## src/sv/lsir_pkg.sv

```systemverilog
// Shared types, constants and register codes for the laser scan island remover.
package lsir_pkg;

	localparam int DEF_MAX_POINTS = 2048;

	localparam int IDX_W   = 11;
	localparam int RANGE_W = 16;
	localparam int CNT_W   = 12;
	localparam int CFG_IDX_W = 3;
	localparam int CFG_DATA_W = 16;

	localparam logic [CFG_IDX_W-1:0] REG_MAX_DISTANCE = 3'd0;
	localparam logic [CFG_IDX_W-1:0] REG_WALL_STEP    = 3'd1;
	localparam logic [CFG_IDX_W-1:0] REG_MIN_ISLAND   = 3'd2;
	localparam logic [CFG_IDX_W-1:0] REG_MIN_REPEAT   = 3'd3;
	localparam logic [CFG_IDX_W-1:0] REG_SKIP_POINTS  = 3'd4;
	localparam logic [CFG_IDX_W-1:0] REG_SCAN_LENGTH  = 3'd5;

	localparam logic [RANGE_W-1:0] RST_MAX_DISTANCE = 16'd400;
	localparam logic [RANGE_W-1:0] RST_WALL_STEP    = 16'd50;
	localparam logic [CNT_W-1:0]   RST_MIN_ISLAND   = 12'd10;
	localparam logic [CNT_W-1:0]   RST_MIN_REPEAT   = 12'd10;
	localparam logic [CNT_W-1:0]   RST_SKIP_POINTS  = 12'd360;
	localparam logic [CNT_W-1:0]   RST_SCAN_LENGTH  = 12'd1024;

	localparam logic [RANGE_W:0] FAR_OFFSET_MM = 17'd1000;
	localparam logic [CNT_W-1:0] COUNT_MAX     = 12'd4095;

	typedef struct packed {
		logic [RANGE_W-1:0] max_distance_mm;
		logic [RANGE_W-1:0] wall_step_mm;
		logic [CNT_W-1:0]   min_island_points;
		logic [CNT_W-1:0]   min_repeat_points;
		logic [CNT_W-1:0]   skip_points;
		logic [CNT_W-1:0]   scan_length;
	} cfg_t;

	typedef struct packed {
		logic             en;
		logic [IDX_W-1:0] idx;
	} flag_rd_t;

	typedef struct packed {
		logic             en;
		logic [IDX_W-1:0] idx;
		logic             close;
	} flag_wr_t;

endpackage

```

## src/sv/lsir_if.sv

```systemverilog
// Valid/ready channel interfaces for range samples and removal runs.
interface lsir_in_if;
	logic                          valid;
	logic                          ready;
	logic [lsir_pkg::IDX_W-1:0]    sample_index;
	logic [lsir_pkg::RANGE_W-1:0]  range_mm;
	logic                          range_missing;
	logic                          scan_start;

	modport source (output valid, output sample_index, output range_mm,
		output range_missing, output scan_start, input ready);
	modport sink (input valid, input sample_index, input range_mm,
		input range_missing, input scan_start, output ready);
endinterface

interface lsir_out_if;
	logic                        valid;
	logic                        ready;
	logic [lsir_pkg::IDX_W-1:0]  run_start;
	logic [lsir_pkg::CNT_W-1:0]  run_length;

	modport source (output valid, output run_start, output run_length, input ready);
	modport sink (input valid, input run_start, input run_length, output ready);
endinterface

```

## src/sv/laser_scan_island_remover_core.sv

```systemverilog
// Top level of the laser scan island remover: config registers, flag store, sample stage.
// A sample item is held in the sample stage, then its run, if any, in the result register.
// Throughput: one item per cycle unless runs stall; single sample stage, flag store port.
// Reset: clears control and restores config defaults; the flag store then runs a clearing
// pass over all MAX_POINTS flags, in which no item is accepted (config writes still taken).
module laser_scan_island_remover_core #(
	parameter int MAX_POINTS = lsir_pkg::DEF_MAX_POINTS
) (
	input  logic                              clk,
	input  logic                              arst_n,
	input  logic                              cfg_we,
	input  logic [lsir_pkg::CFG_IDX_W-1:0]    cfg_index,
	input  logic [lsir_pkg::CFG_DATA_W-1:0]   cfg_data,
	lsir_in_if.sink                           samples,
	lsir_out_if.source                        runs
);
	lsir_pkg::cfg_t     cfg_q;
	lsir_pkg::flag_rd_t rd;
	lsir_pkg::flag_wr_t wr;
	logic               prev_flag;
	logic               store_ready;

	always_ff @(posedge clk or negedge arst_n) begin
		if (!arst_n) begin
			cfg_q.max_distance_mm   <= lsir_pkg::RST_MAX_DISTANCE;
			cfg_q.wall_step_mm      <= lsir_pkg::RST_WALL_STEP;
			cfg_q.min_island_points <= lsir_pkg::RST_MIN_ISLAND;
			cfg_q.min_repeat_points <= lsir_pkg::RST_MIN_REPEAT;
			cfg_q.skip_points       <= lsir_pkg::RST_SKIP_POINTS;
			cfg_q.scan_length       <= lsir_pkg::RST_SCAN_LENGTH;
		end else if (cfg_we) begin
			case (cfg_index)
				lsir_pkg::REG_MAX_DISTANCE: cfg_q.max_distance_mm <= cfg_data;
				lsir_pkg::REG_WALL_STEP:    cfg_q.wall_step_mm <= cfg_data;
				lsir_pkg::REG_MIN_ISLAND:   cfg_q.min_island_points <= cfg_data[lsir_pkg::CNT_W-1:0];
				lsir_pkg::REG_MIN_REPEAT:   cfg_q.min_repeat_points <= cfg_data[lsir_pkg::CNT_W-1:0];
				lsir_pkg::REG_SKIP_POINTS:  cfg_q.skip_points <= cfg_data[lsir_pkg::CNT_W-1:0];
				lsir_pkg::REG_SCAN_LENGTH:  cfg_q.scan_length <= cfg_data[lsir_pkg::CNT_W-1:0];
				default: begin
				end
			endcase
		end
	end

	lsir_flag_mem #(
		.MAX_POINTS (MAX_POINTS)
	) u_flag_mem (
		.clk         (clk),
		.arst_n      (arst_n),
		.rd          (rd),
		.wr          (wr),
		.rd_flag     (prev_flag),
		.store_ready (store_ready)
	);

	lsir_proc u_proc (
		.clk         (clk),
		.arst_n      (arst_n),
		.cfg         (cfg_q),
		.store_ready (store_ready),
		.prev_flag   (prev_flag),
		.rd          (rd),
		.wr          (wr),
		.samples     (samples),
		.runs        (runs)
	);

	a_no_accept_while_clearing: assert property (@(posedge clk) disable iff (!arst_n)
		!store_ready |-> !samples.ready)
		else $error("item accepted during flag clearing pass");

	a_store_stays_ready: assert property (@(posedge clk) disable iff (!arst_n)
		store_ready |=> store_ready)
		else $error("flag store left ready state");

	a_run_nonempty: assert property (@(posedge clk) disable iff (!arst_n)
		runs.valid |-> (runs.run_length != '0))
		else $error("removal run with zero length");

	a_no_write_while_clearing: assert property (@(posedge clk) disable iff (!arst_n)
		!store_ready |-> !wr.en)
		else $error("flag write during clearing pass");

endmodule

```

## src/sv/lsir_flag_mem.sv

```systemverilog
// Previous-scan close flag store with clearing pass after reset and write bypass.
module lsir_flag_mem #(
	parameter int MAX_POINTS = lsir_pkg::DEF_MAX_POINTS
) (
	input  logic               clk,
	input  logic               arst_n,
	input  lsir_pkg::flag_rd_t rd,
	input  lsir_pkg::flag_wr_t wr,
	output logic               rd_flag,
	output logic               store_ready
);
	localparam int AW = $clog2(MAX_POINTS);

	logic          mem [MAX_POINTS];
	logic [AW-1:0] clr_cnt_q;
	logic          clearing_q;
	logic          raw_q;
	logic          byp_q;
	logic          byp_val_q;
	logic          oor_q;
	logic          wr_ok;
	logic          rd_ok;

	assign wr_ok = wr.en && (32'(wr.idx) < MAX_POINTS);
	assign rd_ok = 32'(rd.idx) < MAX_POINTS;
	assign store_ready = !clearing_q;

	always_ff @(posedge clk or negedge arst_n) begin
		if (!arst_n) begin
			clearing_q <= 1'b1;
			clr_cnt_q  <= '0;
		end else if (clearing_q) begin
			clr_cnt_q <= clr_cnt_q + 1'b1;
			if (clr_cnt_q == AW'(MAX_POINTS - 1)) begin
				clearing_q <= 1'b0;
			end
		end
	end

	always_ff @(posedge clk) begin
		if (clearing_q) begin
			mem[clr_cnt_q] <= 1'b0;
		end else if (wr_ok) begin
			mem[AW'(wr.idx)] <= wr.close;
		end
	end

	always_ff @(posedge clk) begin
		if (rd.en) begin
			raw_q     <= mem[AW'(rd.idx)];
			byp_q     <= wr.en && (wr.idx == rd.idx);
			byp_val_q <= wr.close;
			oor_q     <= !rd_ok;
		end
	end

	assign rd_flag = oor_q ? 1'b0 : (byp_q ? byp_val_q : raw_q);

endmodule

```

## src/sv/lsir_proc.sv

```systemverilog
// Sample stage, per-scan island state and result register.
module lsir_proc (
	input  logic               clk,
	input  logic               arst_n,
	input  lsir_pkg::cfg_t     cfg,
	input  logic               store_ready,
	input  logic               prev_flag,
	output lsir_pkg::flag_rd_t rd,
	output lsir_pkg::flag_wr_t wr,
	lsir_in_if.sink            samples,
	lsir_out_if.source         runs
);
	logic                         valid_s1;
	logic [lsir_pkg::IDX_W-1:0]   idx_s1;
	logic [lsir_pkg::RANGE_W-1:0] range_s1;
	logic                         missing_s1;
	logic                         start_s1;

	logic                         last_close_q;
	logic [lsir_pkg::CNT_W-1:0]   island_cnt_q;
	logic [lsir_pkg::CNT_W-1:0]   repeat_cnt_q;
	logic [lsir_pkg::RANGE_W:0]   last_range_q;
	logic                         last_missing_q;

	logic                         out_valid_q;
	logic [lsir_pkg::IDX_W-1:0]   run_start_q;
	logic [lsir_pkg::CNT_W-1:0]   run_length_q;

	logic                         accept;
	logic                         out_free;
	logic                         adv;

	logic                         lc_eff;
	logic [lsir_pkg::CNT_W-1:0]   ic_eff;
	logic [lsir_pkg::CNT_W-1:0]   rc_eff;
	logic [lsir_pkg::RANGE_W:0]   lr_eff;
	logic                         lrm_eff;

	logic signed [12:0]           upper;
	logic signed [12:0]           idx_sx;
	logic                         in_band;
	logic                         step_ok;
	logic signed [17:0]           dr;
	logic signed [17:0]           ws_sx;
	logic signed [17:0]           dr_plus;
	logic                         rise;
	logic                         drop;
	logic                         lc_w;
	logic [lsir_pkg::RANGE_W:0]   r_eff;
	logic                         close;
	logic [lsir_pkg::CNT_W-1:0]   ic_inc;
	logic [lsir_pkg::CNT_W-1:0]   rc_inc;
	logic                         emit;

	assign accept   = samples.valid && samples.ready;
	assign out_free = !out_valid_q || runs.ready;
	assign adv      = valid_s1 && out_free;
	assign samples.ready = store_ready && (!valid_s1 || out_free);

	assign rd.en  = accept;
	assign rd.idx = samples.sample_index;

	always_ff @(posedge clk or negedge arst_n) begin
		if (!arst_n) begin
			valid_s1 <= 1'b0;
		end else if (accept) begin
			valid_s1 <= 1'b1;
		end else if (adv) begin
			valid_s1 <= 1'b0;
		end
	end

	always_ff @(posedge clk) begin
		if (accept) begin
			idx_s1     <= samples.sample_index;
			range_s1   <= samples.range_mm;
			missing_s1 <= samples.range_missing;
			start_s1   <= samples.scan_start;
		end
	end

	// scan start clears per-scan state before the sample is handled
	assign lc_eff  = start_s1 ? 1'b0 : last_close_q;
	assign ic_eff  = start_s1 ? '0 : island_cnt_q;
	assign rc_eff  = start_s1 ? '0 : repeat_cnt_q;
	assign lr_eff  = start_s1 ? '0 : last_range_q;
	assign lrm_eff = start_s1 ? 1'b0 : last_missing_q;

	assign upper   = $signed({1'b0, cfg.scan_length}) - $signed({1'b0, cfg.skip_points});
	assign idx_sx  = $signed({2'b00, idx_s1});
	assign in_band = ({1'b0, idx_s1} <= cfg.skip_points) || (idx_sx >= upper);

	assign step_ok = !missing_s1 && !lrm_eff;
	assign dr      = $signed({2'b00, range_s1}) - $signed({1'b0, lr_eff});
	assign ws_sx   = $signed({2'b00, cfg.wall_step_mm});
	assign dr_plus = dr + ws_sx;
	assign rise    = step_ok && (dr >= ws_sx);
	assign drop    = step_ok && !rise && (dr_plus <= 18'sd0);
	assign lc_w    = rise ? 1'b0 : lc_eff;
	assign r_eff   = drop ? ({1'b0, cfg.max_distance_mm} + lsir_pkg::FAR_OFFSET_MM)
	                      : {1'b0, range_s1};
	assign close   = !missing_s1 && (r_eff < {1'b0, cfg.max_distance_mm});

	assign ic_inc  = (ic_eff == lsir_pkg::COUNT_MAX) ? ic_eff : ic_eff + 1'b1;
	assign rc_inc  = (prev_flag && (rc_eff != lsir_pkg::COUNT_MAX)) ? rc_eff + 1'b1 : rc_eff;
	assign emit    = in_band && !close && lc_w &&
	                 ((ic_eff < cfg.min_island_points) || (rc_eff < cfg.min_repeat_points));

	assign wr.en    = adv && in_band;
	assign wr.idx   = idx_s1;
	assign wr.close = close;

	always_ff @(posedge clk or negedge arst_n) begin
		if (!arst_n) begin
			last_close_q   <= 1'b0;
			island_cnt_q   <= '0;
			repeat_cnt_q   <= '0;
			last_range_q   <= '0;
			last_missing_q <= 1'b0;
		end else if (adv) begin
			if (in_band) begin
				last_close_q   <= close;
				island_cnt_q   <= close ? ic_inc : '0;
				repeat_cnt_q   <= close ? rc_inc : '0;
				last_range_q   <= r_eff;
				last_missing_q <= missing_s1;
			end else begin
				last_close_q   <= lc_eff;
				island_cnt_q   <= ic_eff;
				repeat_cnt_q   <= rc_eff;
				last_range_q   <= lr_eff;
				last_missing_q <= lrm_eff;
			end
		end
	end

	always_ff @(posedge clk or negedge arst_n) begin
		if (!arst_n) begin
			out_valid_q <= 1'b0;
		end else if (adv) begin
			out_valid_q <= emit;
		end else if (runs.ready) begin
			out_valid_q <= 1'b0;
		end
	end

	always_ff @(posedge clk) begin
		if (adv && emit) begin
			run_start_q  <= idx_s1 - ic_eff[lsir_pkg::IDX_W-1:0];
			run_length_q <= ic_eff;
		end
	end

	assign runs.valid      = out_valid_q;
	assign runs.run_start  = run_start_q;
	assign runs.run_length = run_length_q;

endmodule

```

## src/flat_wrapper.sv

```systemverilog
// flat-port wrapper written by rule: the top's interface ports become plain ports
module laser_scan_island_remover_core_flat 
#(
	parameter int MAX_POINTS = lsir_pkg::DEF_MAX_POINTS
)
  (clk, arst_n, cfg_we, cfg_index, cfg_data, samples_valid, samples_sample_index, samples_range_mm, samples_range_missing, samples_scan_start, samples_ready, runs_valid, runs_run_start, runs_run_length, runs_ready);
  lsir_in_if samples_i ();
  lsir_out_if runs_i ();
  input  logic clk;
  input  logic arst_n;
  input  logic cfg_we;
  input  logic [lsir_pkg::CFG_IDX_W-1:0] cfg_index;
  input  logic [lsir_pkg::CFG_DATA_W-1:0] cfg_data;
  input wire logic [$bits(samples_i.valid)-1:0] samples_valid;
  input wire logic [$bits(samples_i.sample_index)-1:0] samples_sample_index;
  input wire logic [$bits(samples_i.range_mm)-1:0] samples_range_mm;
  input wire logic [$bits(samples_i.range_missing)-1:0] samples_range_missing;
  input wire logic [$bits(samples_i.scan_start)-1:0] samples_scan_start;
  output wire logic [$bits(samples_i.ready)-1:0] samples_ready;
  output wire logic [$bits(runs_i.valid)-1:0] runs_valid;
  output wire logic [$bits(runs_i.run_start)-1:0] runs_run_start;
  output wire logic [$bits(runs_i.run_length)-1:0] runs_run_length;
  input wire logic [$bits(runs_i.ready)-1:0] runs_ready;
  assign samples_i.valid = samples_valid;
  assign samples_i.sample_index = samples_sample_index;
  assign samples_i.range_mm = samples_range_mm;
  assign samples_i.range_missing = samples_range_missing;
  assign samples_i.scan_start = samples_scan_start;
  assign samples_ready = samples_i.ready;
  assign runs_valid = runs_i.valid;
  assign runs_run_start = runs_i.run_start;
  assign runs_run_length = runs_i.run_length;
  assign runs_i.ready = runs_ready;
  laser_scan_island_remover_core #(.MAX_POINTS(MAX_POINTS)) u_core (.clk(clk), .arst_n(arst_n), .cfg_we(cfg_we), .cfg_index(cfg_index), .cfg_data(cfg_data), .samples(samples_i), .runs(runs_i));
endmodule
```

## config.mk

```make
export PLATFORM = sky130hd
export DESIGN_NAME = laser_scan_island_remover_core_flat
export DESIGN_NICKNAME = d
export VERILOG_FILES = /design/src/sv/lsir_pkg.sv /design/src/sv/lsir_if.sv /design/src/sv/laser_scan_island_remover_core.sv /design/src/sv/lsir_flag_mem.sv /design/src/sv/lsir_proc.sv /design/src/flat_wrapper.sv
export SDC_FILE = /design/constraint.sdc
export NUM_CORES = 2
export LEC_CHECK = 0
export CAP_MARGIN = 30
export CORE_UTILIZATION = 45
export DETAILED_ROUTE_END_ITERATION = 8
export DONT_BUFFER_PORTS = 1
export SLEW_MARGIN = 20
export SYNTH_ARGS = -nofsm -noshare
export SYNTH_HDL_FRONTEND = slang
export SYNTH_SLANG_ARGS = --single-unit
```

## constraint.sdc

```tcl
create_clock -name clk -period 49 [get_ports clk]
set_input_delay 0 -clock clk [delete_from_list [all_inputs] [get_ports clk]]
set_output_delay 0 -clock clk [all_outputs]
set_load 0.02 [all_outputs]
```

==> impl_metrics.json <==
{
  "crit_cells": 39,
  "io_pins": 78,
  "syn_area_per_cell_um2": 13.57,
  "crit_required_ns": 49.66,
  "clkLatencyLatePin_ns": 0.88,
  "clockBufferDepth": 3,
  "dieArea_mm2": 0.2267,
  "syn2layout_area_growth_pct": 11.65,
  "finalSetupTns_ns": 0,
  "crit_type": "flip-flop to flip-flop",
  "seq_area_frac_synth_pct": 65.83,
  "rsz0062_at_grt": "false",
  "cts_max_level": 4,
  "leakagePower_nw": 35.88,
  "die_w_um": 476.1,
  "cp_num_buf_inv": 8,
  "violations": "max-slew violations",
  "core_region_area_mm2": 0.2227,
  "drtAntennaViolNets": 0,
  "slew_headroom_pct": -117.9,
  "start_util_pct": 45.42,
  "crit_fanout": 103,
  "timing.final.crit_period_ns": 12.26,
  "postCtsSetupBuffers": 0,
  "most-common-layout-cells": "2116 x nor2_1, 2103 x edfxtp_1, 436 x mux4_2",
  "syn_nets": 7648,
  "finClkSkew_ns": 0.04358,
  "hold_class": "input pin to flip-flop",
  "ff2ff_setup_slack_ns": 36.74,
  "track_usage_pct": 26.41,
  "critical-path-top-delay-family": "compound AO/OA/AOI/OAI gates",
  "endpoint": "u_core.u_flag_mem.mem[702]",
  "viasPerCell": 6.116,
  "irDropWorstVdd_mv": 0.03175,
  "utilization_pct": 50.71,
  "grt_pass1_vias": 63005,
  "grt_max_degree": 614,
  "crit_start": "u_core.u_proc.start_s1",
  "synth-main-ff-cell": "edfxtp_1",
  "tritoncts": "done",
  "drc": 0,
  "yosysWarnings": 0,
  "start_kind": "flip-flop",
  "synth_cells": 7457,
  "clkSinkCount": 2240,
  "slowest_stage": "buf_4",
  "regToRegEndpoint": "u_core.u_flag_mem.mem[702]",
  "status": "finished, violations left",
  "max_stage_delay_ns": 0.76,
  "num_vias": 64273,
  "dieHeight_um": 476.1,
  "fin_ws_ns": 36.74,
  "stdcell_area_mm2": 0.1129,
  "place_hpwl_um": 168200,
  "root_buffer": "clkbuf_16",
  "gr-total-overflow": 0,
  "synth_edf_count": 2103,
  "fmax_ghz": 0.08154,
  "detail_route.first_pass.iterations": 6,
  "yosysUniqueCellTypes": 89,
  "nNetsFinal": 7524,
  "wl_um": 302800,
  "rows": 173,
  "cts_inserted_buffers": 225,
  "r2r_cells": 39,
  "hold_violations": 0,
  "tightest_slew_ns": 3.269,
  "clk_pin_slew_ns": 0.06,
  "rr_startpoint": "u_core.u_proc.start_s1",
  "p_per_area_mw_per_mm2": 41.42,
  "cp_common_cell": "buf_4",
  "crit_arrival_ns": 12.93,
  "syn_area_mm2": 0.1012,
  "slew_violations": 503,
  "drt_iter0_drc": 8570,
  "grt_first_pass_wirelength_um": 438700,
  "port-buffer-count": 0,
  "placed_cell_area_mm2": 0.1047,
  "drive_above_1_share_pct": 14.67,
  "setup_viol": 0,
  "async_flop_share_pct": 6.116,
  "antenna_found_initial": 23,
  "routedWlPerCell_um": 28.81,
  "pre_cts_ws_ns": 36.12,
  "holdWs_ns": 0.06532,
  "endpoint_kind": "flip-flop",
  "final_common_cell": "nor2_1",
  "fin_crit_sh_pct": 25.03,
  "ys_ff_latch": 2240,
  "gp_congestion": 0.8705,
  "maxCapViolCount": 0
}
[Yosys cell counts, types with 45 or more instances]
cell type     n  area (um2)
dfrtp_1     121        3028
xnor2_1      52       455.4
buf_2        94       470.5
nor3_1      111       555.5
mux2_2       59       664.4
mux4_2      436        9819
a21oi_1     131       655.6
clkbuf_1    488        1832
nor2_1     2118        7950
ha_1        134        1677
mux2i_1     203        2032
a22oi_1      94       705.7
a22o_1       45       394.1
nor2b_1      53       331.6
edfxtp_1   2103       63150
o21ai_0     166       830.8
inv_1       117       439.2
a221oi_1     53       464.2
nand2_1     287        1077
[registers in the layout, indices dropped and copies added, names as in the netlist, 11 cells and up]
register and flops:
u_core.u_proc.runs.run_length 12, u_core.u_proc.idx_s1 11, u_core.u_proc.runs.run_start 11, u_core.u_flag_mem.mem 2048, u_core.u_proc.island_cnt_q 12, u_core.u_proc.repeat_cnt_q 12, u_core.u_proc.last_range_q 17, u_core.u_proc.range_s1 16
u_core.u_flag_mem.clr_cnt_q 11, u_core.cfg_q 80
[cell families after synthesis]
family	share of synthesized area, %
flops	65.83
simple gates	11.01
xor+xnor	0.5714
compound gates	5.123
fa+ha+maj	1.736
mux	12.63
buf+inv	3.096
[layer usage]
| metal | share of wire [%] | global-route usage (%) | routed length, um | vias up |
|---|---|---|---|---|
| li1 | - | - | - | 27145 |
| met1 | 40 | 36.79 | 119900 | 33351 |
| met2 | 47 | 41.48 | 140900 | 3217 |
| met3 | 10 | 4.965 | 30730 | 548 |
| met4 | 3.7 | 9.339 | 11110 | 12 |
| met5 | 0.026 | 0 | 80 | - |
[through the flow]
step / power [mW] / instances
after global placement: 3.008 / 9910
final: 4.678 / 10509
after detailed placement: 3.035 / 9963
after global routing: 4.825 / 10503
after floorplan: 3.235 / 7457
after CTS: 4.682 / 10483
[final cells by class]
class / instances / area, um2
Antenna cell: 10 / 25.02
Tap cell: 2975 / 3722
Fill cell: 19015 / 109800
Clock inverter: 122 / 1010
Timing Repair Buffer: 301 / 3298
Multi-Input combinational cell: 4447 / 31890
Sequential cell: 2240 / 66600
Inverter: 118 / 442.9
Clock buffer: 296 / 5957
[how the worst min path moves through the flow]
stage / slack (ns) / depth (start not counted) / end / startpoint
3_3_place_gp: -0.29 / 0 / u_core.cfg_q[41] / arst_n
4_1_cts: 0.01 / 1 / u_core.u_proc.idx_s1[7] / samples_sample_index[7]
6_report: 0.07 / 3 / u_core.cfg_q[46] / cfg_data[10]
5_1_grt: 0.02 / 1 / u_core.u_proc.idx_s1[8] / samples_sample_index[8]
2_1_floorplan: -0.30 / 0 / u_core.cfg_q[0] / arst_n
3_5_place_dp: -0.29 / 0 / u_core.cfg_q[42] / arst_n
[power by group]
part | leakage (nW) | switching [mW] | total (mW) | internal (mW)
Combinational | 11.6 | 0.476 | 0.707 | 0.231
Clock | 3.38 | 0.747 | 1.65 | 0.900
Sequential | 20.9 | 0.0229 | 2.32 | 2.30
[worst reg2reg max path: cells and delay by family, from the launching register on]
family | cells | cell delay (ns)
flops | 1 | 0.36
compound gates | 20 | 4.61
simple gates | 6 | 1.74
fa+ha+maj | 3 | 0.96
xor+xnor | 1 | 0.20
buf+inv | 8 | 3.81
mux | 1 | 0.36
[timing repair]
item	4_1_cts	5_1_grt
endpoints found under the hold margin	304	12
hold buffers	102	2
gates resized for setup	0	0
Note: power is estimated with default switching activity, not from simulation.
